[src/hdl/pog_pkg.sv]
package pog_pkg;

  // Default width of the running averages (fraction bits)
  localparam int AVG_FRAC_BITS_DEF = 32;

  // Raw energies are compared over this many low bits
  localparam int ENERGY_BITS   = 32;
  localparam int ENERGY_W      = 32;
  localparam int ENERGY_CMP_W  = (ENERGY_BITS < ENERGY_W) ? ENERGY_BITS : ENERGY_W;

  localparam int CFG_IDX_W  = 3;
  localparam int CFG_DATA_W = 24;

  localparam logic [CFG_IDX_W-1:0] CFG_ADAPT_RATE     = 3'd0;
  localparam logic [CFG_IDX_W-1:0] CFG_REFRACTORY_US  = 3'd1;
  localparam logic [CFG_IDX_W-1:0] CFG_THRESHOLD_CAP  = 3'd2;
  localparam logic [CFG_IDX_W-1:0] CFG_DEV_MULTIPLIER = 3'd3;
  localparam logic [CFG_IDX_W-1:0] CFG_PEAK_FLOOR     = 3'd4;

  localparam logic [15:0] ADAPT_RATE_RST     = 16'd1311;
  localparam logic [23:0] REFRACTORY_US_RST  = 24'd90000;
  localparam logic [15:0] THRESHOLD_CAP_RST  = 16'd29491;
  localparam logic [3:0]  DEV_MULTIPLIER_RST = 4'd7;
  localparam logic [15:0] PEAK_FLOOR_RST     = 16'd0;

  localparam logic [1:0] CLS_KICK  = 2'd0;
  localparam logic [1:0] CLS_SNARE = 2'd1;
  localparam logic [1:0] CLS_HIHAT = 2'd2;

  localparam logic [15:0] CONF_MAX = 16'hFFFF;

  typedef struct packed {
    logic [15:0] adapt_rate;
    logic [23:0] refractory_us;
    logic [15:0] threshold_cap;
    logic [3:0]  dev_multiplier;
    logic [15:0] peak_floor;
  } cfg_t;

  typedef struct packed {
    logic [15:0]         band_low;
    logic [15:0]         band_mid;
    logic [15:0]         band_high;
    logic [ENERGY_W-1:0] energy_low;
    logic [ENERGY_W-1:0] energy_mid;
    logic [ENERGY_W-1:0] energy_high;
    logic [31:0]         timestamp_us;
  } in_word_t;

  typedef struct packed {
    logic [1:0]  event_class;
    logic [31:0] event_time_us;
    logic [15:0] confidence;
    logic [15:0] strength;
  } out_word_t;

  // Controller to datapath
  typedef struct packed {
    logic load;
    logic prep;
    logic thr;
    logic eval;
    logic step;
    logic commit;
  } dp_cmd_t;

  // Datapath to controller
  typedef struct packed {
    logic fire;
  } dp_sts_t;

endpackage

[src/hdl/pog_stream_if.sv]
interface pog_stream_if #(
  parameter type T = logic
);
  logic valid;
  logic ready;
  T     data;

  modport source (output valid, output data, input ready);
  modport sink   (input valid, input data, output ready);
endinterface

[src/hdl/percussion_onset_gate.sv]
// channel  dir  word         handshake
// in_if    in   in_word_t    valid/ready, taken when both high
// out_if   out  out_word_t   valid/ready, zero or one word per hop
// cfg      in   index, data  cfg_we_i, one register per edge
//
// One hop holds the block from the accepting cycle through three setup steps,
// 16 steps of the shared iteration loop that forms both average updates and the
// confidence quotient one bit per cycle, and one commit step; the next word can be
// taken in the cycle after commit.
// A firing hop waits in its commit step while the previous word is untaken.
// rst_ni clears the averages, refractory history and handshake; config gets its defaults.
module percussion_onset_gate
  import pog_pkg::*;
#(
  parameter int AVG_FRAC_BITS = AVG_FRAC_BITS_DEF
) (
  input  logic                  clk_i,
  input  logic                  rst_ni,
  pog_stream_if.sink            in_if,
  pog_stream_if.source          out_if,
  input  logic                  cfg_we_i,
  input  logic [CFG_IDX_W-1:0]  cfg_idx_i,
  input  logic [CFG_DATA_W-1:0] cfg_data_i
);

  cfg_t      cfg;
  dp_cmd_t   cmd;
  dp_sts_t   sts;
  out_word_t out_word;

  pog_cfg u_cfg (
    .clk_i      (clk_i),
    .rst_ni     (rst_ni),
    .cfg_we_i   (cfg_we_i),
    .cfg_idx_i  (cfg_idx_i),
    .cfg_data_i (cfg_data_i),
    .cfg_o      (cfg)
  );

  pog_ctrl u_ctrl (
    .clk_i       (clk_i),
    .rst_ni      (rst_ni),
    .in_valid_i  (in_if.valid),
    .in_ready_o  (in_if.ready),
    .out_valid_o (out_if.valid),
    .out_ready_i (out_if.ready),
    .sts_i       (sts),
    .cmd_o       (cmd)
  );

  pog_dp #(
    .AVG_FRAC_BITS (AVG_FRAC_BITS)
  ) u_dp (
    .clk_i      (clk_i),
    .rst_ni     (rst_ni),
    .cfg_i      (cfg),
    .cmd_i      (cmd),
    .in_word_i  (in_if.data),
    .sts_o      (sts),
    .out_word_o (out_word)
  );

  assign out_if.data = out_word;

endmodule

[src/hdl/pog_cfg.sv]
module pog_cfg
  import pog_pkg::*;
(
  input  logic                  clk_i,
  input  logic                  rst_ni,
  input  logic                  cfg_we_i,
  input  logic [CFG_IDX_W-1:0]  cfg_idx_i,
  input  logic [CFG_DATA_W-1:0] cfg_data_i,
  output cfg_t                  cfg_o
);

  cfg_t cfg_q;

  always_ff @(posedge clk_i or negedge rst_ni) begin
    if (!rst_ni) begin
      cfg_q.adapt_rate     <= ADAPT_RATE_RST;
      cfg_q.refractory_us  <= REFRACTORY_US_RST;
      cfg_q.threshold_cap  <= THRESHOLD_CAP_RST;
      cfg_q.dev_multiplier <= DEV_MULTIPLIER_RST;
      cfg_q.peak_floor     <= PEAK_FLOOR_RST;
    end else if (cfg_we_i) begin
      case (cfg_idx_i)
        CFG_ADAPT_RATE:     cfg_q.adapt_rate     <= cfg_data_i[15:0];
        CFG_REFRACTORY_US:  cfg_q.refractory_us  <= cfg_data_i[23:0];
        CFG_THRESHOLD_CAP:  cfg_q.threshold_cap  <= cfg_data_i[15:0];
        CFG_DEV_MULTIPLIER: cfg_q.dev_multiplier <= cfg_data_i[3:0];
        CFG_PEAK_FLOOR:     cfg_q.peak_floor     <= cfg_data_i[15:0];
        default: ;
      endcase
    end
  end

  assign cfg_o = cfg_q;

endmodule

[src/hdl/pog_ctrl.sv]
module pog_ctrl
  import pog_pkg::*;
(
  input  logic    clk_i,
  input  logic    rst_ni,
  input  logic    in_valid_i,
  output logic    in_ready_o,
  output logic    out_valid_o,
  input  logic    out_ready_i,
  input  dp_sts_t sts_i,
  output dp_cmd_t cmd_o
);

  typedef enum logic [2:0] {
    ST_IDLE,
    ST_PREP,
    ST_THR,
    ST_EVAL,
    ST_ITER,
    ST_DONE
  } state_e;

  state_e      state_q;
  logic [3:0]  cnt_q;
  logic        out_valid_q;
  logic        commit;

  // a firing word waits until the output register is free
  assign commit = (state_q == ST_DONE) && (!sts_i.fire || !out_valid_q || out_ready_i);

  always_ff @(posedge clk_i or negedge rst_ni) begin
    if (!rst_ni) begin
      state_q     <= ST_IDLE;
      cnt_q       <= '0;
      out_valid_q <= 1'b0;
    end else begin
      if (commit && sts_i.fire) begin
        out_valid_q <= 1'b1;
      end else if (out_ready_i) begin
        out_valid_q <= 1'b0;
      end
      case (state_q)
        ST_IDLE: begin
          if (in_valid_i) state_q <= ST_PREP;
        end
        ST_PREP: state_q <= ST_THR;
        ST_THR:  state_q <= ST_EVAL;
        ST_EVAL: begin
          cnt_q   <= '0;
          state_q <= ST_ITER;
        end
        ST_ITER: begin
          cnt_q <= cnt_q + 4'd1;
          if (cnt_q == 4'd15) state_q <= ST_DONE;
        end
        ST_DONE: begin
          if (commit) state_q <= ST_IDLE;
        end
        default: state_q <= ST_IDLE;
      endcase
    end
  end

  // no word is taken while reset is held
  assign in_ready_o  = rst_ni && (state_q == ST_IDLE);
  assign out_valid_o = out_valid_q;

  always_comb begin
    cmd_o        = '0;
    cmd_o.load   = in_ready_o && in_valid_i;
    cmd_o.prep   = (state_q == ST_PREP);
    cmd_o.thr    = (state_q == ST_THR);
    cmd_o.eval   = (state_q == ST_EVAL);
    cmd_o.step   = (state_q == ST_ITER);
    cmd_o.commit = commit;
  end

endmodule

[src/hdl/pog_dp.sv]
module pog_dp
  import pog_pkg::*;
#(
  parameter int AVG_FRAC_BITS = AVG_FRAC_BITS_DEF
) (
  input  logic      clk_i,
  input  logic      rst_ni,
  input  cfg_t      cfg_i,
  input  dp_cmd_t   cmd_i,
  input  in_word_t  in_word_i,
  output dp_sts_t   sts_o,
  output out_word_t out_word_o
);

  localparam int F  = AVG_FRAC_BITS;
  localparam int UP = F - 16;

  // per-hop registers
  logic [15:0]  peak_q;
  logic [1:0]   cls_q;
  logic [31:0]  time_q;
  logic [F-1:0] mdiff_q;
  logic         mup_q;
  logic [F+3:0] md_q;
  logic [F-1:0] thr_q;
  logic         fire_q;
  logic         thr_zero_q;
  logic         sat_q;
  logic [F-1:0] ddiff_q;
  logic         dup_q;
  logic [15:0]  rate_q;
  logic [F-1:0] hm_q;
  logic [F-1:0] hd_q;
  logic [F-1:0] rem_q;
  logic [15:0]  quo_q;

  // state kept across hops
  logic [F-1:0] mean_q;
  logic [F-1:0] dev_q;
  logic [31:0]  last_q;
  logic         fired_q;

  out_word_t    out_q;

  logic [15:0]  peak;
  logic [1:0]   cls;
  logic [F-1:0] peak_f;
  logic [F-1:0] cap_f;
  logic [F+4:0] thr_sum;
  logic [31:0]  since;
  logic [F-1:0] diff;
  logic [F:0]   hm_sum;
  logic [F:0]   hd_sum;
  logic [F:0]   rem2;
  logic         take;
  logic [15:0]  conf;

  logic [ENERGY_CMP_W-1:0] e_low, e_mid, e_high;

  assign e_low  = in_word_i.energy_low[ENERGY_CMP_W-1:0];
  assign e_mid  = in_word_i.energy_mid[ENERGY_CMP_W-1:0];
  assign e_high = in_word_i.energy_high[ENERGY_CMP_W-1:0];

  always_comb begin
    peak = in_word_i.band_low;
    if (in_word_i.band_mid > peak)  peak = in_word_i.band_mid;
    if (in_word_i.band_high > peak) peak = in_word_i.band_high;
    // first band wins ties
    cls = CLS_KICK;
    if (e_mid > e_low) cls = CLS_SNARE;
    if (cls == CLS_SNARE) begin
      if (e_high > e_mid) cls = CLS_HIHAT;
    end else begin
      if (e_high > e_low) cls = CLS_HIHAT;
    end
  end

  assign peak_f  = F'(peak_q) << UP;
  assign cap_f   = F'(cfg_i.threshold_cap) << UP;
  assign thr_sum = (F+5)'(mean_q) + (F+5)'(md_q);
  assign since   = time_q - last_q;
  assign diff    = peak_f - thr_q;

  // shift-add products, truncated by 16 bits after the last step
  assign hm_sum = (F+1)'(hm_q) + (rate_q[0] ? (F+1)'(mdiff_q) : '0);
  assign hd_sum = (F+1)'(hd_q) + (rate_q[0] ? (F+1)'(ddiff_q) : '0);

  // restoring divide of diff * 2^16 by thr, remainder stays below thr
  assign rem2 = {rem_q, 1'b0};
  assign take = (rem2 >= (F+1)'(thr_q));

  always_comb begin
    if (thr_zero_q)  conf = peak_q;
    else if (sat_q)  conf = CONF_MAX;
    else             conf = quo_q;
  end

  always_ff @(posedge clk_i) begin
    if (cmd_i.load) begin
      peak_q <= peak;
      cls_q  <= cls;
      time_q <= in_word_i.timestamp_us;
    end
    if (cmd_i.prep) begin
      md_q    <= (F+4)'(dev_q) * (F+4)'(cfg_i.dev_multiplier);
      mup_q   <= (peak_f >= mean_q);
      mdiff_q <= (peak_f >= mean_q) ? peak_f - mean_q : mean_q - peak_f;
    end
    if (cmd_i.thr) begin
      thr_q <= (thr_sum > (F+5)'(cap_f)) ? cap_f : thr_sum[F-1:0];
      dup_q   <= (mdiff_q >= dev_q);
      ddiff_q <= (mdiff_q >= dev_q) ? mdiff_q - dev_q : dev_q - mdiff_q;
    end
    if (cmd_i.eval) begin
      fire_q     <= (peak_f > thr_q) && (peak_q > cfg_i.peak_floor) &&
                    (!fired_q || (since >= {8'd0, cfg_i.refractory_us}));
      thr_zero_q <= (thr_q == '0);
      sat_q      <= (diff >= thr_q);
      rem_q      <= diff;
      quo_q      <= '0;
      rate_q     <= cfg_i.adapt_rate;
      hm_q       <= '0;
      hd_q       <= '0;
    end
    if (cmd_i.step) begin
      hm_q   <= hm_sum[F:1];
      hd_q   <= hd_sum[F:1];
      rate_q <= rate_q >> 1;
      rem_q  <= take ? F'(rem2 - (F+1)'(thr_q)) : rem2[F-1:0];
      quo_q  <= {quo_q[14:0], take};
    end
    if (cmd_i.commit && fire_q) begin
      out_q.event_class   <= cls_q;
      out_q.event_time_us <= time_q;
      out_q.confidence    <= conf;
      out_q.strength      <= peak_q;
    end
  end

  always_ff @(posedge clk_i or negedge rst_ni) begin
    if (!rst_ni) begin
      mean_q  <= '0;
      dev_q   <= '0;
      last_q  <= '0;
      fired_q <= 1'b0;
    end else if (cmd_i.commit) begin
      mean_q <= mup_q ? mean_q + hm_q : mean_q - hm_q;
      dev_q  <= dup_q ? dev_q + hd_q : dev_q - hd_q;
      if (fire_q) begin
        last_q  <= time_q;
        fired_q <= 1'b1;
      end
    end
  end

  assign sts_o.fire = fire_q;
  assign out_word_o = out_q;

endmodule

[src/flat_wrapper.sv]
// flat-port wrapper written by rule: the top's interface ports become plain ports
module percussion_onset_gate_flat import pog_pkg::*;
#(
  parameter int AVG_FRAC_BITS = AVG_FRAC_BITS_DEF
)
  (clk_i, rst_ni, cfg_we_i, cfg_idx_i, cfg_data_i, in_if_valid, in_if_data, in_if_ready, out_if_valid, out_if_data, out_if_ready);
  pog_stream_if #(.T(in_word_t)) in_if_i ();
  pog_stream_if #(.T(out_word_t)) out_if_i ();
  input  logic clk_i;
  input  logic rst_ni;
  input  logic cfg_we_i;
  input  logic [CFG_IDX_W-1:0] cfg_idx_i;
  input  logic [CFG_DATA_W-1:0] cfg_data_i;
  input wire logic [$bits(in_if_i.valid)-1:0] in_if_valid;
  input wire logic [$bits(in_if_i.data)-1:0] in_if_data;
  output wire logic [$bits(in_if_i.ready)-1:0] in_if_ready;
  output wire logic [$bits(out_if_i.valid)-1:0] out_if_valid;
  output wire logic [$bits(out_if_i.data)-1:0] out_if_data;
  input wire logic [$bits(out_if_i.ready)-1:0] out_if_ready;
  assign in_if_i.valid = in_if_valid;
  assign in_if_i.data = in_if_data;
  assign in_if_ready = in_if_i.ready;
  assign out_if_valid = out_if_i.valid;
  assign out_if_data = out_if_i.data;
  assign out_if_i.ready = out_if_ready;
  percussion_onset_gate #(.AVG_FRAC_BITS(AVG_FRAC_BITS)) u_core (.clk_i(clk_i), .rst_ni(rst_ni), .in_if(in_if_i), .out_if(out_if_i), .cfg_we_i(cfg_we_i), .cfg_idx_i(cfg_idx_i), .cfg_data_i(cfg_data_i));
endmodule
[config.mk]
export PLATFORM = sky130hd
export DESIGN_NAME = percussion_onset_gate_flat
export DESIGN_NICKNAME = d
export VERILOG_FILES = /design/src/hdl/pog_pkg.sv /design/src/hdl/pog_stream_if.sv /design/src/hdl/percussion_onset_gate.sv /design/src/hdl/pog_cfg.sv /design/src/hdl/pog_ctrl.sv /design/src/hdl/pog_dp.sv /design/src/flat_wrapper.sv
export SDC_FILE = /design/constraint.sdc
export NUM_CORES = 2
export LEC_CHECK = 0
export BUFFER_PORTS_ARGS = -buffer_cell sky130_fd_sc_hd__buf_4
export CELL_PAD_IN_SITES_DETAIL_PLACEMENT = 1
export CELL_PAD_IN_SITES_GLOBAL_PLACEMENT = 1
export CORE_MARGIN = 10
export CORE_UTILIZATION = 49
export CTS_CLUSTER_SIZE = 20
export DETAILED_ROUTE_END_ITERATION = 10
export PLACE_DENSITY = 0.92
export SLEW_MARGIN = 20
export SYNTH_ARGS = -nofsm -noshare
export SYNTH_HDL_FRONTEND = slang
export SYNTH_SLANG_ARGS = --single-unit
[constraint.sdc]
create_clock -name clk_i -period 7.1 [get_ports clk_i]
set_clock_uncertainty 0.15 [all_clocks]
set_input_delay 1.42 -clock clk_i [delete_from_list [all_inputs] [get_ports clk_i]]
set_output_delay 1.42 -clock clk_i [all_outputs]
set_load 0.02 [all_outputs]
After elaboration in Yosys (flattened, before gate mapping)
Cells that the tools add are included.

word-level totals
  output and inout bits = 68
  register bits = 562
  bits of input ports = 208

operators by class
  muxes and demuxes = 32
  add/subtract/negate cells = 15
  equal/unequal tests = 14
  reductions and logical operators = 24
  $mul = 1
  $lt $le $gt $ge = 13

operator list
  kind                  number
  $mux W32              13
  $sub A32 B32 Y32      9
  $gt A32 B32 Y1        4
  $ge A32 B32 Y1        3
  $mux W16              6
  $add A32 B32 Y33      2
  $add A32 B32 Y32      2
  $gt A16 B16 Y1        3
  $add A32 B36 Y37      1
  $gt A37 B32 Y1        1
  $mul A32 B4 Y36       1
  $ge A33 B32 Y1        1
  $ge A32 B24 Y1        1
  $logic_not A32 Y1     1
  $mux W15              2
  $pmux W3 S6           1
  $eq A3 B2 Y1 const B  4
  $reduce_and A2 Y1     6
  $eq A3 B3 Y1 const B  3
  $mux W3               3
  $pmux W4 S2           1
  $eq A3 B1 Y1 const B  2
  $logic_and A1 B1 Y1   6
  $logic_not A3 Y1      2
  other kinds (10)      21

Depth between registers and ports, before layout
  word-level depth = 6
  depth in mapped cells = 27

Hierarchy
Synthesis repeated with hierarchy kept, for this count alone.

second synthesis, totals
  cells, all modules = 5206
  area, all modules = 48597.9 sq um

modules (own cells, without submodules)
  module    seq. area each (sq um)  instances  area an instance (sq um)  cells an instance
  pog_dp    13858.3                 1          45094.5                   4999
  pog_cfg   1936.9                  1          3047.9                    165
  pog_ctrl  200.2                   1          455.4                     42

Worst setup path after synthesis
Ideal clock, no wire load.

  path kind = input-to-reg
  from = input in_if_data[161]
  to = register u_core.u_dp.peak_q[10] (data pin)
  stages = 20
  data required time = 6.671 ns
  buffers on the path = 3
  setup slack = 0.530 ns
  data arrival time = 6.142 ns
  library setup time = 0.279 ns
  cell sequence = inv_1 -> ha_1 -> nor2b_1 -> o21a_1 -> o21a_1 -> o21a_1 -> o21a_1 -> o21a_1 -> o21ai_0 -> a21oi_1 -> o21a_1 -> clkbuf_1 -> clkbuf_1 -> mux2i_1 -> ha_1 -> nand4_1 -> or2_2 -> o41ai_1 -> clkbuf_1 -> mux2i_1

on the way
  cells in the longest elaborated chain, start to end = 4

ends and longest elaborated chain
  what                      RTL line            text
  start: declaration        flat_wrapper.sv:15  input wire logic [$bits(in_if_i.data)-1:0] in_if_data;
  $gt A16 B16 Y1            pog_dp.sv:66        if (in_word_i.band_mid > peak) peak = in_word_i.band_mid;
  $mux W16 *                pog_dp.sv:66
  $gt A16 B16 Y1            pog_dp.sv:67        if (in_word_i.band_high > peak) peak = in_word_i.band_high;
  $mux W16 *                pog_dp.sv:67
  net u_core.u_dp.peak[10]  pog_dp.sv:45        logic [15:0] peak;
  end signal: assignment    pog_dp.sv:100       peak_q <= peak;
  end: declaration          pog_dp.sv:19        logic [15:0] peak_q;

The timed path passes the listed nets; every way through them passes the cells marked *.
A chain may end at the register's enable or synchronous reset.

Worst setup path after layout
  from = register u_core.u_dp.mean_q[1]
  to = register u_core.u_dp.thr_q[18] (data pin)

on the way
  cells in the longest elaborated chain, start to end = 3

ends and longest elaborated chain
  what                      RTL line       text
  start: declaration        pog_dp.sv:38   logic [F-1:0] mean_q;
  start signal: assignment  pog_dp.sv:147  mean_q <= mup_q ? mean_q + hm_q : mean_q - hm_q;
  $add A32 B36 Y37 *        pog_dp.sv:80   assign thr_sum = (F+5)'(mean_q) + (F+5)'(md_q);
  $gt A37 B32 Y1            pog_dp.sv:110  thr_q <= (thr_sum > (F+5)'(cap_f)) ? cap_f : thr_sum[F-1:0];
  $mux W32 *                pog_dp.sv:110
  end signal: assignment    pog_dp.sv:110
  end: declaration          pog_dp.sv:25   logic [F-1:0] thr_q;

Mark *: on every way between the ends. The rest lies on a longest branch, timed or not.

==> impl_metrics.env <==
export IMPL_synth_common_cells="ha_1 (581), inv_1 (496), nand2_1 (451)"
export IMPL_grt_antenna_before_repair=13
export IMPL_dr_first_iter_drc_count=3720
export IMPL_grt_pass1_vias=45230
export IMPL_grt_usage_pct=30.65
export IMPL_grt_start_max_net_pins=89
export IMPL_routed_via_density=6.341
export IMPL_slowest_stage="dfrtp_1"
export IMPL_finalWirelength_um=173200
export IMPL_path_cells="ha_1 -> a211oi_1 -> o21a_1 -> o21ai_0 -> a211oi_2 -> nor3_1 -> o31a_1 -> nor2_1 -> o21ai_0 -> a21oi_1 -> xnor2_1 -> ha_1 -> nand4_1 -> nor4b_1 -> nand4_1 -> nor4_2 -> nand3_1 -> o31ai_1 -> nand3_1 -> buf_4 -> mux2_2"
export IMPL_synth_warnings=0
export IMPL_synth_xor_xnor_area_share_pct=6.522
export IMPL_critPathRequiredTime_ns=7.37
export IMPL_cts_resized=0
export IMPL_cts_clk_slew_worst_paths_ns=0.07
export IMPL_synth_most_common_cell="ha_1"
export IMPL_hold_buffers=0
export IMPL_h_tree_depth=3
export IMPL_cp_start_kind="flop"
export IMPL_grt_pass1_wl_um=264600
export IMPL_r2r_start="u_core.u_dp.mean_q[1]$_DFFE_PN0P_"
export IMPL_drv_slew=0
export IMPL_hold_violations=0
export IMPL_nNetsFinal=6269
export IMPL_hpwl_um=124600
export IMPL_place_congestion=0.9498
export IMPL_end_kind="flop"
export IMPL_finalCritPeriodShare_pct=93.57
export IMPL_num_rows=113
export IMPL_synth_top_family_by_area="compound AO/OA/AOI/OAI gates"
export IMPL_timing_final_ws_setup_ns=0.4564
export IMPL_wl_per_cell_um=25.68
export IMPL_ff2ff_path_depth=21
export IMPL_syn_inst=5164
export IMPL_syn_cell_area_um2=47140
export IMPL_synth_distinct_cells=94
export IMPL_cts_setup_buffers=0
export IMPL_vias=42770
export IMPL_die_area_um2=109000
export IMPL_synth_ff_type="edfxtp_1"
export IMPL_ys_seq_area_share_pct=33.93
export IMPL_synth_edf_count=380
export IMPL_syn_num_nets=6023
export IMPL_holdPathEnd="u_core.u_dp.out_word_o[65]$_DFFE_PP_"
export IMPL_multiInputGateArea_um2=28840
export IMPL_drv_cap=0
export IMPL_final_layout_size_suffix_gt1_share_pct=9.967
export IMPL_status="completed"
export IMPL_synth_area_mux_share_pct=2.269
export IMPL_seq_area_um2=16000
export IMPL_tns_ns=0
export IMPL_hold_start="u_core.u_dp.cls_q[1]$_DFFE_PP_"
export IMPL_area_delta_synth_final_pct=12.37
export IMPL_min_path_cells=0
export IMPL_critical_path_class="reg -> reg"
export IMPL_async_reset_ff_share_pct=32.21
export IMPL_drt_first_pass_iters=6
export IMPL_yosys_area_share_simple_pct=14.81
export IMPL_avgSynthCellArea_um2=9.128
export IMPL_die_width_um=330.2
export IMPL_path_max_fanout=29
export IMPL_cts_root_buf="clkbuf_16"
export IMPL_r2r_slack_ns=0.46
export IMPL_numCtsBuffers=70
export IMPL_drc=0
export IMPL_crit_buf_inv=1
export IMPL_grt_overflow=0
export IMPL_dp_slack_ns=0.5180
export IMPL_ys_ff_latch=562
export IMPL_fin_crit_ns=6.644
export IMPL_fp_coreArea_um2=95290
export IMPL_tritoncts="done"
export IMPL_synth_fa_ha_area_share_pct=18.39
export IMPL_cts_path_max_buffers=3
export IMPL_slowest_delay_ns=0.48
export IMPL_netlist_top_cell_by_area="edfxtp_1"
export IMPL_crit_family="compound AO/OA/AOI/OAI gates"
export IMPL_fill_cells=10970
export IMPL_tightest_slew_ns=1.151
export IMPL_cts_sink_count=562
export IMPL_relSlewSlack_pct=22.65
export IMPL_port_buffers=275
export IMPL_netlist_area_leader_share_pct=24.21
export IMPL_pin_count=276
export IMPL_fmax_mhz=150.5
export IMPL_rsz0062_at_grt="false"
export IMPL_hold_class="reg -> reg"
export IMPL_detail_route_antenna_nets=0
export IMPL_clk_latency_ns=0.67
export IMPL_initial_core_util_pct=49.47
export IMPL_setup_violations=0
export IMPL_die_y_um=330.2
export IMPL_synth_compound_area_share_pct=18.97
export IMPL_reg2reg_to="u_core.u_dp.thr_q[18]$_DFFE_PP_"
export IMPL_arrival_ns=6.92
export IMPL_synthTopCellsByArea="edfxtp_1 (24%), ha_1 (15%), dfrtp_1 (8.1%), a21oi_1 (4.4%), inv_1 (3.9%)"
export IMPL_holdWs_ns=0.2723
export IMPL_crit_start="u_core.u_dp.mean_q[1]$_DFFE_PN0P_"
## layer usage
metal,track usage [%],share of wire [%]
met2,52.74,49
met1,35.70,38
met4,16.37,6.0
met3,6.123,7.2
met5,0,0.020
## stage by stage
| stage | utilization [%] | cells | instance area (um2) |
|---|---|---|---|
| 2_1_floorplan | - | 5164 | 47140 |
| 3_3_place_gp | 53.07 | 6600 | 50570 |
| 3_5_place_dp | 53.07 | 6600 | 50570 |
| 4_1_cts | 55.47 | 6730 | 52860 |
| 5_1_grt | 55.58 | 6742 | 52960 |
| 6_report | 55.58 | 6745 | 52970 |
## how the worst max path moves through the flow
stage,end,slack (ns),cells after the start
floorplan,u_core.u_dp.peak_q[10]$_DFFE_PP_,0.53,20
global placement,u_core.u_dp.peak_q[6]$_DFFE_PP_,0.57,18
detailed placement,u_core.u_dp.peak_q[15]$_DFFE_PP_,0.52,18
finish,u_core.u_dp.thr_q[18]$_DFFE_PP_,0.46,21
CTS,u_core.u_dp.thr_q[18]$_DFFE_PP_,0.39,21
global route,u_core.u_dp.thr_q[18]$_DFFE_PP_,0.22,21
## state kept, by name, indices dropped and copies added (netlist names), 16 cells and up
signal                  flops
u_core.u_dp.mdiff_q        32
u_core.u_dp.ddiff_q        32
u_core.u_dp.quo_q          16
u_core.u_cfg.cfg_o         76
u_core.u_dp.thr_q          32
u_core.u_dp.dev_q          32
u_core.u_dp.last_q         32
u_core.u_dp.md_q           36
u_core.u_dp.hm_q           32
u_core.u_dp.out_word_o     66
u_core.u_dp.rate_q         16
u_core.u_dp.peak_q         16
u_core.u_dp.rem_q          32
u_core.u_dp.mean_q         32
u_core.u_dp.time_q         32
u_core.u_dp.hd_q           32
## placed cells by master, fill, tap and decap left out, types with 11 or more instances in the layout
| cell type | instances |
|---|---|
| o21bai_1 | 64 |
| o21a_1 | 76 |
| fa_1 | 70 |
| mux2_2 | 47 |
| a21boi_0 | 11 |
| a21o_1 | 199 |
| inv_1 | 495 |
| nand4_1 | 77 |
| and3_1 | 21 |
| a21oi_1 | 418 |
| nor3_1 | 89 |
| clkbuf_16 | 70 |
| and2_1 | 138 |
| nand2_1 | 451 |
| o211ai_1 | 21 |
| clkbuf_1 | 22 |
| edfxtp_1 | 380 |
| a2111oi_0 | 17 |
| o31ai_1 | 22 |
| or3_1 | 24 |
| nand2b_1 | 67 |
| a31oi_1 | 36 |
| a221oi_1 | 11 |
| buf_4 | 300 |
| ha_1 | 581 |
| nand3_1 | 80 |
| o31a_1 | 13 |
| nor2b_1 | 68 |
| xnor2_1 | 193 |
| a211oi_1 | 40 |
| nor2_1 | 342 |
| dfstp_2 | 28 |
| o21ai_0 | 360 |
| dfrtp_1 | 153 |
| xor2_1 | 158 |
| nor4_1 | 28 |
| diode_2 | 12 |
| mux2i_1 | 54 |
| or2_2 | 14 |
## cell families (layout without fill, tap and decap cells)
kind of cell	after synthesis	in the layout
AND/OR/NAND/NOR	1449	1449
AO/OA/AOI/OAI	1420	1420
adder cells (fa/ha/maj)	651	651
buffers and inverters	630	934
flip-flops	562	562
XOR/XNOR	351	351
multiplexers	101	101
other	0	12
## worst register-to-register path, cell delays in order, from the launching register on
cell      delay, ns
dfrtp_1        0.48
ha_1           0.37
a211oi_1       0.37
o21a_1         0.26
o21ai_0        0.13
a211oi_2       0.45
nor3_1         0.18
o31a_1         0.31
nor2_1         0.26
o21ai_0        0.18
a21oi_1        0.24
xnor2_1        0.13
ha_1           0.36
nand4_1        0.12
nor4b_1        0.42
nand4_1        0.23
nor4_2         0.30
nand3_1        0.17
o31ai_1        0.39
nand3_1        0.20
buf_4          0.33
mux2_2         0.36
## area by class of cell
type                            count  area share (%)
Antenna cell                       12         0.05669
Clock buffer                       98           3.619
Clock inverter                     32          0.6992
Inverter                          498           3.539
Multi-Input combinational cell   3972           54.44
Sequential cell                   562           30.20
Tap cell                         1265           2.988
Timing Repair Buffer              306           4.462
Power is not shown: default switching activity piles up to over one toggle a cycle in this logic, so the estimate is an artifact.
